**src/sac_ram.sv**
```systemverilog
// Simple dual-port synchronous RAM, one write and one registered read port.
// Depends on nothing; holds cache tag rows and cache data words.

module sac_ram #(
   parameter int unsigned WIDTH  = 8,
   parameter int unsigned DEPTH  = 16,
   localparam int unsigned ADDR_W = $clog2(DEPTH)
) (
   input  logic              clock,
   input  logic              wr_en,
   input  logic [ADDR_W-1:0] wr_addr,
   input  logic [WIDTH-1:0]  wr_data,
   input  logic              rd_en,
   input  logic [ADDR_W-1:0] rd_addr,
   output logic [WIDTH-1:0]  rd_data
);

   logic [WIDTH-1:0] ram_ff [DEPTH];
   logic [WIDTH-1:0] rd_data_ff;

   // write port and registered read port
   always_ff @(posedge clock) begin
      if (wr_en) begin
         ram_ff[wr_addr] <= wr_data;
      end
      if (rd_en) begin
         rd_data_ff <= ram_ff[rd_addr];
      end
   end

   assign rd_data = rd_data_ff;

endmodule

```
**config.mk**
```make
export PLATFORM = sky130hd
export DESIGN_NAME = sac_ram
export DESIGN_NICKNAME = d
export VERILOG_FILES = /design/src/sac_ram.sv
export SDC_FILE = /design/constraint.sdc
export NUM_CORES = 1
export LEC_CHECK = 0
export ABC_AREA = 0
export ABC_CLOCK_PERIOD_IN_PS = 2350
export BUFFER_PORTS_ARGS = -buffer_cell sky130_fd_sc_hd__clkbuf_2
export CAP_MARGIN = 20
export CORE_ASPECT_RATIO = 0.7
export CORE_MARGIN = 1
export CORE_UTILIZATION = 55
export CTS_CLUSTER_SIZE = 25
export DETAILED_ROUTE_END_ITERATION = 8
export GPL_ROUTABILITY_DRIVEN = 0
export HOLD_SLACK_MARGIN = 0.12
export PLACE_DENSITY = 0.75
export SKIP_CTS_REPAIR_TIMING = 1
export SLEW_MARGIN = 5
export SYNTH_ARGS = -nofsm -noshare
export SYNTH_HDL_FRONTEND = slang
export SYNTH_SLANG_ARGS = --single-unit
export TNS_END_PERCENT = 1
```
**constraint.sdc**
```tcl
create_clock -name clock -period 2.35 [get_ports clock]
set_clock_uncertainty 0.2 [all_clocks]
set_input_delay 0.3525 -clock clock [delete_from_list [all_inputs] [get_ports clock]]
set_output_delay 0.3525 -clock clock [all_outputs]
set_load 0.01 [all_outputs]
```
# Word-level counts from Yosys, hierarchy flattened
# Memory sizes are Yosys's and may differ from the RTL's. A register that Yosys moved wholly into a read port is not among the register bits.
# Cells that the tools add are included.
[classes]
muxes = 2
[ops]
columns = ["op", "n"]
rows = [
  ["1-bit 2-to-1 mux", 2],
]
[word_totals]
register_bits = 0
ramBits = 128
n_memories = 1
input_bits = 19
wordCells = 3
output_inout_bits = 8
[memory_table]
columns = ["name", "depth", "width", "rd", "rd_clocked_by_memory_dff", "wr", "line_no", "rtl"]
rows = [
  ["ram_ff", 16, 8, 1, 1, 1, "18", "logic [WIDTH-1:0] ram_ff [DEPTH];"],
]

# Longest topological paths before layout
[logic_depth]
depth_word = 2
mapped_depth = 5

# Least setup slack after synthesis
# Ideal clock, no wire load.
[synth_path]
kind = "input to register"
start = "input port wr_addr[2]"
end = "memory ram_ff[0][0], enable pin"
t_required_ns = 1.767
setup_ns = 0.383
stages = 2
path_buffers = 0
t_arrival_ns = 1.462
setup_slack_ns = 0.305
cell_sequence = "or3b_2 nor3_1"
[synth_lines]
columns = ["element", "line_no", "rtl"]
rows = [
  ["from (decl)", "11", "input logic [ADDR_W-1:0] wr_addr,"],
  ["to (decl)", "18", ""],
]
# No word-level cell before the write port.

==> impl_metrics.py <==
metrics = {
    "pwr": {
        "p_comb_share_pct": 4.8,
        "internal_power_mw": 4.48,
        "swShare_pct": 19.5,
        "p_sw_mw": 1.08,
        "vdd_ir_drop_max_mv": 0.788,
        "total_power_mw": 5.56,
        "powerDensity_nw_per_um2": 901,
        "p_leak_nw": 2.10,
        "clock_power_share_pct": 45.8,
        "pwr-share-seq_pct": 49.4,
    },
    "global_routing": {
        "grt_usage_pct": 23.3,
        "grt_first_pass_wirelength_mm": 15.5,
        "grt_overflow": 0,
        "grt_pass1_vias": 2544,
        "antenna_found_initial": 0,
        "grt_max_degree": 33,
    },
    "timing": {
        "hold_violations": 0,
        "slew_violations": 0,
        "relSlewSlack_pct": 51.1,
        "fin_tns_setup_ns": 0,
        "fin_crit_sh_pct": 73.2,
        "fin_hold_ws_ns": 0.139,
        "tightest_slew_ns": 0.730,
        "rsz0062_at_grt": "false",
        "setup_violations": 0,
        "timing.final.ws_setup_ns": 0.630,
        "max_freq_mhz": 582,
        "fin_crit_ns": 1.72,
    },
    "run_status": {
        "status": "complete, no violations",
    },
    "setup_path": {
        "crit_required_ns": 2.30,
        "timing.rr.start": "ram_ff[9][2]",
        "r2r_slack_ns": 0.63,
        "worst_setup_path_end_kind": "flip-flop",
        "crit_arrival_ns": 1.67,
        "regToRegEndpoint": "rd_data[2]",
        "cp_max_fo": 1,
        "r2r_cells": 3,
        "critical_path_class": "reg -> reg",
        "start_kind": "flip-flop",
    },
    "synth": {
        "yosysUniqueCellTypes": 18,
        "mappedNetlistNets": 248,
        "avgSynthCellArea_um2": 22.8,
        "synth_area_um2": 5230,
        "ys_seq_area_share_pct": 78.1,
        "syn_inst": 229,
        "synth-seq-cells": 136,
        "ys_warn_count": 0,
    },
    "hold_path": {
        "hold_path_class": "in -> reg",
        "whs_endpoint": "rd_data[4]",
        "hold_depth": 1,
        "hp-start": "rd_en",
    },
    "place": {
        "pre_cts_ws_ns": 0.208,
        "placedCellCount": 388,
        "place_area_um2": 5610,
        "hpwl_mm": 6.75,
        "io_buffers": 26,
    },
    "route": {
        "drc": 0,
        "met2_wirelength_mm": 4.78,
        "drt_iter0_drc": 236,
        "dr.max_layer_used": "met4",
        "vias": 2552,
        "wl_met3_um": 965,
        "wl_met1_mm": 4.66,
        "routed_wl_mm": 10.5,
        "viasPerCell": 6.08,
        "wl_per_cell_um": 25.0,
        "ant_nets": 0,
        "dr.pass1.iters": 5,
    },
    "cts": {
        "clockBufferDepth": 2,
        "cts_root_buf": "clkbuf_16",
        "tritoncts": "done",
        "cts_buffers": 17,
        "htreeDepth": 4,
        "clk_latency_ns": 0.41,
        "clock-sinks": 136,
        "clk_pin_slew_ns": 0.05,
    },
    "finish": {
        "final_util_pct": 67.5,
        "n_antenna_cell": 0,
        "nets": 302,
        "final_area_um2": 6170,
        "drive_above_1_share_pct": 29.7,
        "n_fill_cell": 607,
        "instances_no_fill": 420,
        "syn_to_final_growth_pct": 18.1,
    },
    "floorplanning": {
        "dieWidth_um": 119,
        "dieHeight_um": 83.6,
        "die_area_um2": 9900,
        "boundaryPins": 27,
        "core_region_area_um2": 9140,
        "start_util_pct": 57.2,
        "num_rows": 29,
    },
    "run": {
        "maxCapViolCount": 0,
    },
}
## area by class of cell
class	instances	area (µm²)	area share [%]
well taps	124	155	2.51
clock inverters	13	135	2.19
repair buffers	45	310	5.03
multi-input cells	83	1060	17.1
clock buffers	19	433	7.01
flip-flops and latches	136	4080	66.1
## synthesized netlist by cell type
cell type        number  area (µm²)
mux4_2               18         405
nor3_1                4        20.0
and2b_1               1        7.51
nor2b_1               1        6.26
nand2_1               9        33.8
nor2_1               13        48.8
clkdlybuf4s25_2       3        30.0
a22oi_1              16         120
buf_4                 1        7.51
mux4_1               14         368
edfxtp_1            136        4080
nand3b_1              2        15.0
buf_2                 3        15.0
and2_1                1        6.26
nand2b_1              2        12.5
buf_6                 3        33.8
or3b_2                1        8.76
nand3_1               1        5.00
## routing by layer
layer	track usage, %	up-vias
met1	33.9	1335
met3	8.20	10
met2	32.6	118
met5	0	-
li1	-	1089
met4	9.09	0
## sequential cells by signal (all words and copies together) (netlist names)
| name | cells |
|---|---|
| rd_data | 8 |
| ram_ff | 128 |
## cells in the final DEF (no fill, tap or decap)
cell type and n:
a22oi_1 16, nand2_1 9, nand2b_1 2, clkinv_2 3
bufinv_16 3, mux4_2 18, buf_12 3, nand3_1 1
and2_1 1, or3b_2 1, buf_4 16, mux4_1 14
and2b_1 1, nor2_1 13, nand3b_1 2, nor3_1 4
clkbuf_1 2, clkinvlp_4 1, edfxtp_1 136, clkbuf_16 17
nor2b_1 1, clkinv_1 6, clkbuf_2 26
## kinds of logic after synthesis
logic type | after synthesis | share of synthesized area, %
buffers and inverters | 10 | 1.65
flip-flops | 136 | 78.1
multiplexers | 32 | 14.8
AO/OA/AOI/OAI | 16 | 2.30
AND/OR/NAND/NOR | 35 | 3.14
## worst max path at each step
stage | start | to | depth (start not counted)
detailed placement | rd_addr[0] | rd_data[2] | 5
finish | ram_ff[9][2] | rd_data[2] | 3
global placement | rd_addr[0] | rd_data[1] | 5
floorplan | wr_addr[2] | ram_ff[0][0] | 2
global route | ram_ff[3][7] | rd_data[7] | 3
CTS | ram_ff[9][2] | rd_data[2] | 3
## power by group through the flow
stage	sequential, mW	combinational, mW	clock [mW]
5_1_grt	2.75	0.284	2.68
6_report	2.75	0.265	2.55
3_3_place_gp	2.80	0.260	0
3_5_place_dp	2.80	0.266	0
4_1_cts	2.75	0.267	2.58
2_1_floorplan	2.80	0.138	0
## worst max-delay path, stage by stage, from the launching register on
cell	delay [ns]
edfxtp_1	0.37
mux4_1	0.55
a22oi_1	0.24
nand2_1	0.10
No activity file was read; power rests on OpenSTA's default activity.
