===== config.mk =====
export PLATFORM = sky130hd
export DESIGN_NAME = sac_lookup
export DESIGN_NICKNAME = d
export VERILOG_FILES = /design/src/sac_pkg.sv /design/src/sac_lookup.sv
export SDC_FILE = /design/constraint.sdc
export NUM_CORES = 1
export LEC_CHECK = 0
export BUFFER_PORTS_ARGS = -buffer_cell sky130_fd_sc_hd__buf_2
export CAP_MARGIN = 15
export CORE_UTILIZATION = 45
export DETAILED_ROUTE_END_ITERATION = 12
export GPL_TIMING_DRIVEN = 0
export PLACE_DENSITY = 0.91
export SLEW_MARGIN = 20
export SYNTH_ARGS = -nofsm -noshare
export SYNTH_HDL_FRONTEND = slang
export SYNTH_SLANG_ARGS = --single-unit

===== constraint.sdc =====
create_clock -name vclk -period 7.6
set_input_delay 1.14 -clock vclk [all_inputs]
set_output_delay 1.14 -clock vclk [all_outputs]
set_load 0.05 [all_outputs]

===== src/sac_pkg.sv =====
// Shared types and constants for the set-associative read cache.
// Used by sac_lookup, set_assoc_read_cache and sac_checker; depends on nothing.

package sac_pkg;

   // Default geometry: each value must be a power of two
   localparam int unsigned SETS_DEFAULT       = 64;
   localparam int unsigned WAYS_DEFAULT       = 4;
   localparam int unsigned LINE_WORDS_DEFAULT = 8;

   // Only address bits 19..0 take part in a lookup
   localparam int unsigned LOOKUP_ADDR_BITS = 20;
   localparam int unsigned BYTE_BITS        = 2;

   localparam int unsigned AGE_W         = 2;
   localparam logic [1:0]  AGE_MAX       = 2'd3;
   localparam int unsigned PENALTY_W     = 8;
   localparam logic [7:0]  PENALTY_RESET = 8'd49;
   localparam int unsigned DATA_W        = 32;

   typedef enum logic [1:0] {
      ST_CLEAR,
      ST_IDLE,
      ST_LOOKUP,
      ST_DATA
   } state_type;

   typedef enum logic {
      CMD_READ = 1'b0,
      CMD_FILL = 1'b1
   } command_type;

endpackage


===== src/sac_lookup.sv =====
// Tag compare and replacement choice for one set row of the cache.
// Depends on sac_pkg for age constants.

module sac_lookup #(
   parameter int unsigned WAYS  = sac_pkg::WAYS_DEFAULT,
   parameter int unsigned TAG_W = 9,
   localparam int unsigned WAY_W = $clog2(WAYS)
) (
   input  logic [WAYS-1:0]                       valid,
   input  logic [WAYS-1:0][sac_pkg::AGE_W-1:0]   ages,
   input  logic [WAYS-1:0][TAG_W-1:0]            tags,
   input  logic [TAG_W-1:0]                      tag,
   output logic                                  hit,
   output logic [WAY_W-1:0]                      hit_way,
   output logic [WAY_W-1:0]                      victim_way,
   output logic [WAYS-1:0][sac_pkg::AGE_W-1:0]   new_ages
);

   logic [WAYS-1:0][sac_pkg::AGE_W-1:0] aged_twice;
   logic                                inv_found;
   logic [WAY_W-1:0]                    inv_way;
   logic [sac_pkg::AGE_W-1:0]           best_age;
   logic [WAY_W-1:0]                    oldest_way;

   function automatic logic [sac_pkg::AGE_W-1:0] age_up(input logic [sac_pkg::AGE_W-1:0] a);
      return (a == sac_pkg::AGE_MAX) ? a : a + sac_pkg::AGE_W'(1);
   endfunction

   // parallel tag compare, lowest matching way wins
   always_comb begin
      hit     = 1'b0;
      hit_way = '0;
      for (int w = WAYS - 1; w >= 0; w--) begin
         if (valid[w] && (tags[w] == tag)) begin
            hit     = 1'b1;
            hit_way = WAY_W'(w);
         end
      end
   end

   // lowest invalid way
   always_comb begin
      inv_found = 1'b0;
      inv_way   = '0;
      for (int w = WAYS - 1; w >= 0; w--) begin
         if (!valid[w]) begin
            inv_found = 1'b1;
            inv_way   = WAY_W'(w);
         end
      end
   end

   // full set: age everything twice, highest-numbered oldest way goes
   always_comb begin
      best_age   = '0;
      oldest_way = '0;
      for (int w = 0; w < WAYS; w++) begin
         aged_twice[w] = age_up(age_up(ages[w]));
         if (aged_twice[w] >= best_age) begin
            best_age   = aged_twice[w];
            oldest_way = WAY_W'(w);
         end
      end
   end

   // ages written back on a miss; the victim restarts at zero
   always_comb begin
      victim_way = inv_found ? inv_way : oldest_way;
      for (int w = 0; w < WAYS; w++) begin
         if (WAY_W'(w) == victim_way) begin
            new_ages[w] = '0;
         end else if (inv_found) begin
            new_ages[w] = age_up(ages[w]);
         end else begin
            new_ages[w] = aged_twice[w];
         end
      end
   end

endmodule


# Yosys cells after proc, flatten, opt, wreduce, memory -nomap -nowiden
# Index checks and enable logic that the tools add are counted.
# totals
ff_bits	0
wordCells	71
# op_classes
add_sub_neg	8
n_eq_ne	15
order_cmp	4
muxes	39
reduce_logical	5
# op_table
operator	count
$mux 2	30
$eq 9x9->1	4
$add 2x1->2 const B	8
$eq 2x2->1 const B	8
$mux 1	9
$ge 2x2->1	3
$eq 2x2->1 const A	2
$logic_and 1x1->1	4
$eq 1x2->1 const A	1
$ge 2x1->1 const B	1
$logic_not 2->1	1

# Longest topological paths before layout
# Gate-level depths: netlist of the first run.
# logic_depth
depth_word	15
mapped_depth	18
depth_no_buf	18

# Worst setup path after synthesis of the first run
# OpenSTA, ideal clock, no wires.
# synth_timing
path_kind	input to output
startpoint	input port ages[1] in the netlist's numbering
endpoint	output port new_ages[5] in the netlist's numbering
path_buffers	1
t_arrival_ns	4.749
slack_ns	1.711
path_stages	18
required_ns	6.460
path_cell_list	nor2_1 inv_1 ha_1 nand2b_4 a21oi_2 mux2i_1 ha_1 nand2b_1 a21o_1 nor2_1 a21oi_1 ha_1 nand2b_4 a21oi_4 nand3_1 o211a_1 buf_6 a22oi_1
# synth_lines
item	line	text
start, declared	sac_lookup.sv:10	input logic [WAYS-1:0][sac_pkg::AGE_W-1:0] ages,
end, declared	sac_lookup.sv:16	output logic [WAYS-1:0][sac_pkg::AGE_W-1:0] new_ages

==> impl_metrics.json, run 1 <==
{
  "yosysTopAreaCell": "xnor2_1",
  "coreArea_um2": 1750,
  "rows": 15,
  "portBuffers": 69,
  "final-setup-viol-count": 0,
  "final-hold-violation-count": 0,
  "crit_path_max_incr_delay_ns": 0.29,
  "yosys.cell_types.count": 31,
  "start_util": 0.490,
  "post_drt_wl_per_cell_um": 11.7,
  "critPathRequiredTime_ns": 6.46,
  "total_power_mw": 0.0887,
  "critPathKind": "input port to output port",
  "drive_gt1_frac": 0.466,
  "slew_viol_final": 0,
  "hold_buffers": 0,
  "worstPathCellList": "buf_2, nor2_1, inv_1, ha_1, nand2b_4, a21oi_2, mux2i_1, ha_1, nand2b_1, a21o_1, nor2_1, a21oi_1, ha_1, nand2b_4, a21oi_4, nand3_1, o211a_1, buf_6, a22oi_1, buf_2",
  "vias": 1010,
  "grt_pass1_vias": 971,
  "p_per_area_nw_per_um2": 71.0,
  "worst_path_most_repeated_cell": "ha_1",
  "areaGrowthSynthToFinish_pct": 46.3,
  "netlist_area_um2": 855,
  "dp_slack_ns": 1.77,
  "ir_drop_mv": 0.0375,
  "post_cts_buffers": 0,
  "cp-end-kind": "output port",
  "grt_pass1_wl_mm": 3.71,
  "cap_violations": 0,
  "synth_common_cells": "xnor2_1 (28), xor2_1 (12), nor2_1 (9)",
  "drt.antenna.violating_nets": 0,
  "setup-tns-final_ns": 0,
  "critPathTopFamily": "compound AO/OA/AOI/OAI gates",
  "drt-initial-drc-count": 17,
  "viasPerCell": 4.98,
  "crit_fanout": 9,
  "gp_congestion": 0.756,
  "fp.dieW_um": 45.6,
  "leakage_nw": 0.626,
  "syn_area_per_cell_um2": 8.22,
  "dieArea_um2": 2080,
  "nClkBuffers": 0,
  "route.detailed.drc": 0,
  "critPathBufInv": 4,
  "critical_path_arrival_ns": 4.69,
  "dpl.hpwl_mm": 2.20,
  "n_sequential_cell": 0,
  "cts_resized": 0,
  "setup_slack_ns": 1.77,
  "synth_top_cell_area_share": 0.287,
  "die_h_um": 45.6,
  "synth.most_common_cell": "xnor2_1",
  "outcome": "completed",
  "dr.pass1.iters": 4,
  "yosys_warnings": 0,
  "regArea_um2": 0,
  "critPathLaunch": "ages[1]",
  "num_antenna_cells": 0,
  "max_freq_mhz": 172,
  "worstHoldEndpoint": "new_ages[2]",
  "hold_slack_ns": 2.72,
  "syn_inst": 104,
  "grt.overflow.total": 0,
  "track_usage": 0.232,
  "nets": 245,
  "period_share": 0.767,
  "critPathSlowestCell": "buf_2",
  "startpoint_type": "input port",
  "period_needed_ns": 5.83,
  "antenna_found_initial": 0,
  "hold-path-cell-count": 3,
  "synth_area_leaders": "xnor2_1 (29%), xor2_1 (12%), ha_1 (12%)",
  "grt_max_degree": 10,
  "yosysSeqAreaShare": 0,
  "wl_mm": 2.38,
  "min_path_type": "input port to output port",
  "min_from": "ages[3]",
  "io_pins": 70,
  "rsz0062_at_grt": "false"
}
## kinds of logic after synthesis
family | Yosys count | share of synthesized area
other cells | 2 | 0.00879
simple gates | 34 | 0.262
fa+ha+maj | 8 | 0.117
mux | 1 | 0.0117
xor+xnor | 40 | 0.410
buf+inv | 4 | 0.0337
compound gates | 15 | 0.157
## layout by cell type (no fill, tap or decap), drive strengths merged
cell and instances:
mux2i 1, a21o 1, o2111ai 1, o22a 2, xor2 12, conb 7
buf 71, clkinv 1, nand2 4, nor3 4, a21oi 6, xnor2 28
nor2 9, nor4 2, inv 1, o211a 1, a2bb2oi 2, nor2b 1
a22oi 2, nand2b 4, ha 8, nand4 8, nand3 2
## metrics by stage
step            util  cells  instance area [µm²]
6_report       0.716    203                 1250
3_3_place_gp   0.716    203                 1250
3_5_place_dp   0.716    203                 1250
4_1_cts        0.716    203                 1250
2_1_floorplan      -    109                  873
5_1_grt        0.716    203                 1250
## layout make-up
cell class	instances	area (µm²)
buffer	2	16.3
fill	146	495
inverter	2	12.5
multi-input combinational	105	845
tap	25	31.3
timing repair buffer	69	345
## how the worst max path moves through the flow
stage | to | slack (ns) | cells after the start
after global placement | new_ages[7] | 1.90 | 20
after floorplan | new_ages[5] | 1.71 | 18
after CTS | new_ages[5] | 1.78 | 20
final | new_ages[5] | 1.77 | 20
after detailed placement | new_ages[5] | 1.77 | 20
after global routing | new_ages[5] | 1.52 | 20
## layer usage
layer	vias to the layer above	wire, µm	GRT usage
li1	509	-	-
met1	446	875	0.240
met2	51	1320	0.500
met3	4	154	0.0119
met4	0	27	0.0303
met5	-	0	0
## where the power goes
part	switching, mW	total (mW)	internal, mW
clock network	0	0	0
registers	0	0	0
logic	0.0506	0.0887	0.0382
Note: power is estimated with default switching activity, not from simulation.
==> run 2: changes to the inputs <==
--- a/config.mk
+++ b/config.mk
@@ -7,10 +7,10 @@
 export LEC_CHECK = 0
 export BUFFER_PORTS_ARGS = -buffer_cell sky130_fd_sc_hd__buf_2
 export CAP_MARGIN = 15
-export CORE_UTILIZATION = 45
+export CORE_UTILIZATION = 37
 export DETAILED_ROUTE_END_ITERATION = 12
 export GPL_TIMING_DRIVEN = 0
-export PLACE_DENSITY = 0.91
+export PLACE_DENSITY = 0.8
 export SLEW_MARGIN = 20
 export SYNTH_ARGS = -nofsm -noshare
 export SYNTH_HDL_FRONTEND = slang
==> constraint.sdc (replaced) <==
create_clock -name vclk -period 5.3
set_input_delay 0.795 -clock vclk [all_inputs]
set_output_delay 0.795 -clock vclk [all_outputs]
set_load 0.05 [all_outputs]
==> impl_metrics.json, run 2 (synthesized netlist as in run 1, its figures left out) <==
{
  "outcome": "completed",
  "vias": 1003,
  "fp.dieW_um": 50.1,
  "critical_path_arrival_ns": 4.24,
  "track_usage": 0.178,
  "num_antenna_cells": 0,
  "startpoint_type": "input port",
  "nets": 245,
  "period_needed_ns": 5.03,
  "critPathBufInv": 4,
  "fin_cells": 206,
  "critPathSlowestCell": "buf_2",
  "placedCellCount": 206,
  "cp-end-kind": "output port",
  "route.detailed.drc": 0,
  "grt_pass1_vias": 974,
  "period_share": 0.950,
  "wl_mm": 2.18,
  "setup-tns-final_ns": 0,
  "slew_viol_final": 0,
  "rsz0062_at_grt": "false",
  "gp_congestion": 0.795,
  "crit_fanout": 9,
  "viasPerCell": 4.87,
  "min_path_type": "input port to output port",
  "dpl.hpwl_mm": 2.03,
  "cap_violations": 0,
  "drive_gt1_frac": 0.472,
  "p_per_area_nw_per_um2": 101,
  "max_freq_mhz": 199,
  "regArea_um2": 0,
  "grt_max_degree": 10,
  "drt-initial-drc-count": 15,
  "antenna_found_initial": 0,
  "die_h_um": 50.1,
  "mostFrequentLayoutCells": "buf_2 (69), xnor2_1 (28), xor2_1 (12)",
  "start_util": 0.390,
  "final-hold-violation-count": 0,
  "n_sequential_cell": 0,
  "io_pins": 70,
  "coreArea_um2": 2190,
  "leakage_nw": 0.627,
  "final-setup-viol-count": 0,
  "hold_buffers": 0,
  "portBuffers": 69,
  "drt.antenna.violating_nets": 0,
  "dieArea_um2": 2510,
  "dp_slack_ns": 0.189,
  "post_drt_wl_per_cell_um": 10.6,
  "dr.pass1.iters": 4,
  "crit_path_max_incr_delay_ns": 0.29,
  "nFillCells": 186,
  "grt_pass1_wl_mm": 3.62,
  "critPathRequiredTime_ns": 4.51,
  "place_area_um2": 1250,
  "grt.overflow.total": 0,
  "worst_path_most_repeated_cell": "ha_1",
  "ir_drop_mv": 0.0746,
  "final_area_um2": 1260,
  "critPathKind": "input port to output port",
  "mostFrequentLayoutCell": "buf_2",
  "nClkBuffers": 0,
  "areaGrowthSynthToFinish_pct": 47.3,
  "critPathTopFamily": "compound AO/OA/AOI/OAI gates",
  "setup_slack_ns": 0.267,
  "worstPathCellList": "buf_2, nor2_2, inv_1, ha_1, nand2b_4, a21oi_2, mux2i_1, ha_1, nand2b_1, a21o_1, nor2_1, a21oi_1, ha_1, nand2b_4, a21oi_4, nand3_1, o211a_1, buf_6, a22oi_1, buf_2",
  "rows": 17
}
run 2: cell count changes in the layout (fill, tap and decap cells not counted), sizes merged:
cell / delta
buf: -1
clkbuf: +1
run 2: tightest hold or removal path: stages:
cell     delay [ns]
buf_2          0.11
nor2_1         0.09
a21oi_1        0.04
buf_2          0.20
run 2: what timing repair did:
action | CTS | global route
resized for setup | 0 | 2
setup endpoints to repair | 0 | 4
setup buffers | 0 | 0
run 2: final timing paths:
check	from	endpoint	slack [ns]	cells after the start
min	ages[5]	new_ages[4]	2.03	4
max	ages[1]	new_ages[5]	0.27	20
run 2: metal layers:
layer	share of wire	vias up	track usage
li1	-	507	-
met1	0.39	433	0.174
met2	0.52	57	0.384
met3	0.067	6	0.00309
met4	0.024	0	0.0524
met5	0	-	0
run 2: through the flow:
stage / power, mW / hold WS [ns] / utilization
after global routing: 0.138 / 2.06 / 0.575
after CTS: 0.127 / 2.03 / 0.572
after global placement: 0.123 / 2.02 / 0.572
final: 0.127 / 2.03 / 0.575
after floorplan: 0.0829 / 1.78 / -
after detailed placement: 0.126 / 2.03 / 0.572
run 2: power breakdown:
group	internal, mW	leakage, nW	switching [mW]	total, mW
Clock	0	0	0	0
Sequential	0	0	0	0
Combinational	0.0551	0.627	0.0716	0.127
run 2: area by class of cell:
class	count	area, µm²	area share
buffer	2	16.3	0.0129
inverter	2	12.5	0.00994
multi-input combinational	105	847	0.673
tap	28	35.0	0.0278
timing repair buffer	69	348	0.276
==> run 3: changes to the inputs <==
--- a/config.mk
+++ b/config.mk
@@ -10,7 +10,7 @@
 export CORE_UTILIZATION = 37
 export DETAILED_ROUTE_END_ITERATION = 12
 export GPL_TIMING_DRIVEN = 0
-export PLACE_DENSITY = 0.8
+export PLACE_DENSITY = 0.81
 export SLEW_MARGIN = 20
 export SYNTH_ARGS = -nofsm -noshare
 export SYNTH_HDL_FRONTEND = slang
==> impl_metrics.json, run 3 (synthesized netlist as in run 1, its figures left out) <==
{
  "cp-end-kind": "output port",
  "vias": 1006,
  "worstPathCellList": "buf_2, nor2_4, inv_1, ha_1, nand2b_4, a21oi_2, mux2i_1, ha_1, nand2b_1, a21o_1, nor2_1, a21oi_1, ha_1, nand2b_4, a21oi_4, nand3_1, o211a_1, buf_6, o22a_1, buf_2",
  "start_util": 0.390,
  "worst_path_most_repeated_cell": "ha_1",
  "finalCoreUtilization": 0.579,
  "drt.antenna.violating_nets": 0,
  "period_share": 0.951,
  "nFillCells": 204,
  "drt-initial-drc-count": 6,
  "io_pins": 70,
  "outcome": "completed",
  "nets": 245,
  "grt_pass1_vias": 940,
  "p_per_area_nw_per_um2": 102,
  "placedCellCount": 206,
  "final-hold-violation-count": 0,
  "hold-path-cell-count": 4,
  "drive_gt1_frac": 0.472,
  "final_area_um2": 1270,
  "mostFrequentLayoutCell": "buf_2",
  "hold_buffers": 0,
  "route.detailed.drc": 0,
  "num_antenna_cells": 0,
  "critPathRequiredTime_ns": 4.51,
  "mostFrequentLayoutCells": "buf_2 (67), xnor2_1 (28), xor2_1 (12)",
  "critPathKind": "input port to output port",
  "critical_path_arrival_ns": 4.24,
  "cap_violations": 0,
  "min_path_type": "input port to output port",
  "fin_cells": 206,
  "startpoint_type": "input port",
  "dpl.hpwl_mm": 2.05,
  "critPathSlowestCell": "ha_1",
  "areaGrowthSynthToFinish_pct": 48.5,
  "fp.dieW_um": 50.1,
  "grt_max_degree": 10,
  "n_sequential_cell": 0,
  "regArea_um2": 0,
  "crit_path_max_incr_delay_ns": 0.29,
  "gp_congestion": 0.826,
  "nClkBuffers": 0,
  "antenna_found_initial": 0,
  "coreArea_um2": 2190,
  "portBuffers": 69,
  "dieArea_um2": 2510,
  "crit_fanout": 9,
  "slew_viol_final": 0,
  "post_drt_wl_per_cell_um": 11.0,
  "grt.overflow.total": 0,
  "setup-tns-final_ns": 0,
  "dp_slack_ns": 0.144,
  "die_h_um": 50.1,
  "leakage_nw": 0.630,
  "max_freq_mhz": 198,
  "ir_drop_mv": 0.0711,
  "rows": 17,
  "dr.pass1.iters": 4,
  "final-setup-viol-count": 0,
  "viasPerCell": 4.88,
  "period_needed_ns": 5.04,
  "place_area_um2": 1250,
  "wl_mm": 2.28,
  "total_power_mw": 0.129,
  "grt_pass1_wl_mm": 3.63,
  "rsz0062_at_grt": "false",
  "hold_slack_ns": 2.03,
  "setup_slack_ns": 0.262,
  "track_usage": 0.177
}
==> run 3: path summary, 6_finish.rpt <==
kind	to	slack (ns)	startpoint
worst max-delay path	new_ages[2]	0.26	ages[1]
worst min-delay path	new_ages[4]	2.03	ages[5]
==> run 3: cell type report <==
type,instances,area (µm²),area share
buffer,2,16.3,0.0128
inverter,2,12.5,0.00986
multi-input combinational,105,852,0.672
tap,28,35.0,0.0276
timing repair buffer,69,353,0.278
==> run 3: repair_timing <==
action                                  4_1_cts  5_1_grt
buffers inserted                              0        0
endpoints found under the setup margin        0        6
gates resized for setup                       0        7
==> run 3: where the power goes <==
| group | leakage [nW] | total (mW) | switching (mW) | internal, mW |
|---|---|---|---|---|
| Combinational | 0.630 | 0.129 | 0.0731 | 0.0561 |
| Sequential | 0 | 0 | 0 | 0 |
| Clock | 0 | 0 | 0 | 0 |
| Total | 0.630 | 0.129 | 0.0731 | 0.0561 |
==> run 3: per-layer routing <==
metal,GRT usage,share of wire,vias up
met2,0.378,0.52,59
met4,0,0,0
met1,0.192,0.41,441
met5,0,0,-
met3,0.00926,0.069,0
li1,-,-,506
==> run 3: worst max-delay path: cells and delay by family <==
kind	cells	cell delay, ns
buffers and inverters	4	0.52
AOI/OAI and AO/OA	6	1.07
muxes	1	0.25
adders and majority gates	3	0.82
and+or+nand+nor	6	0.78
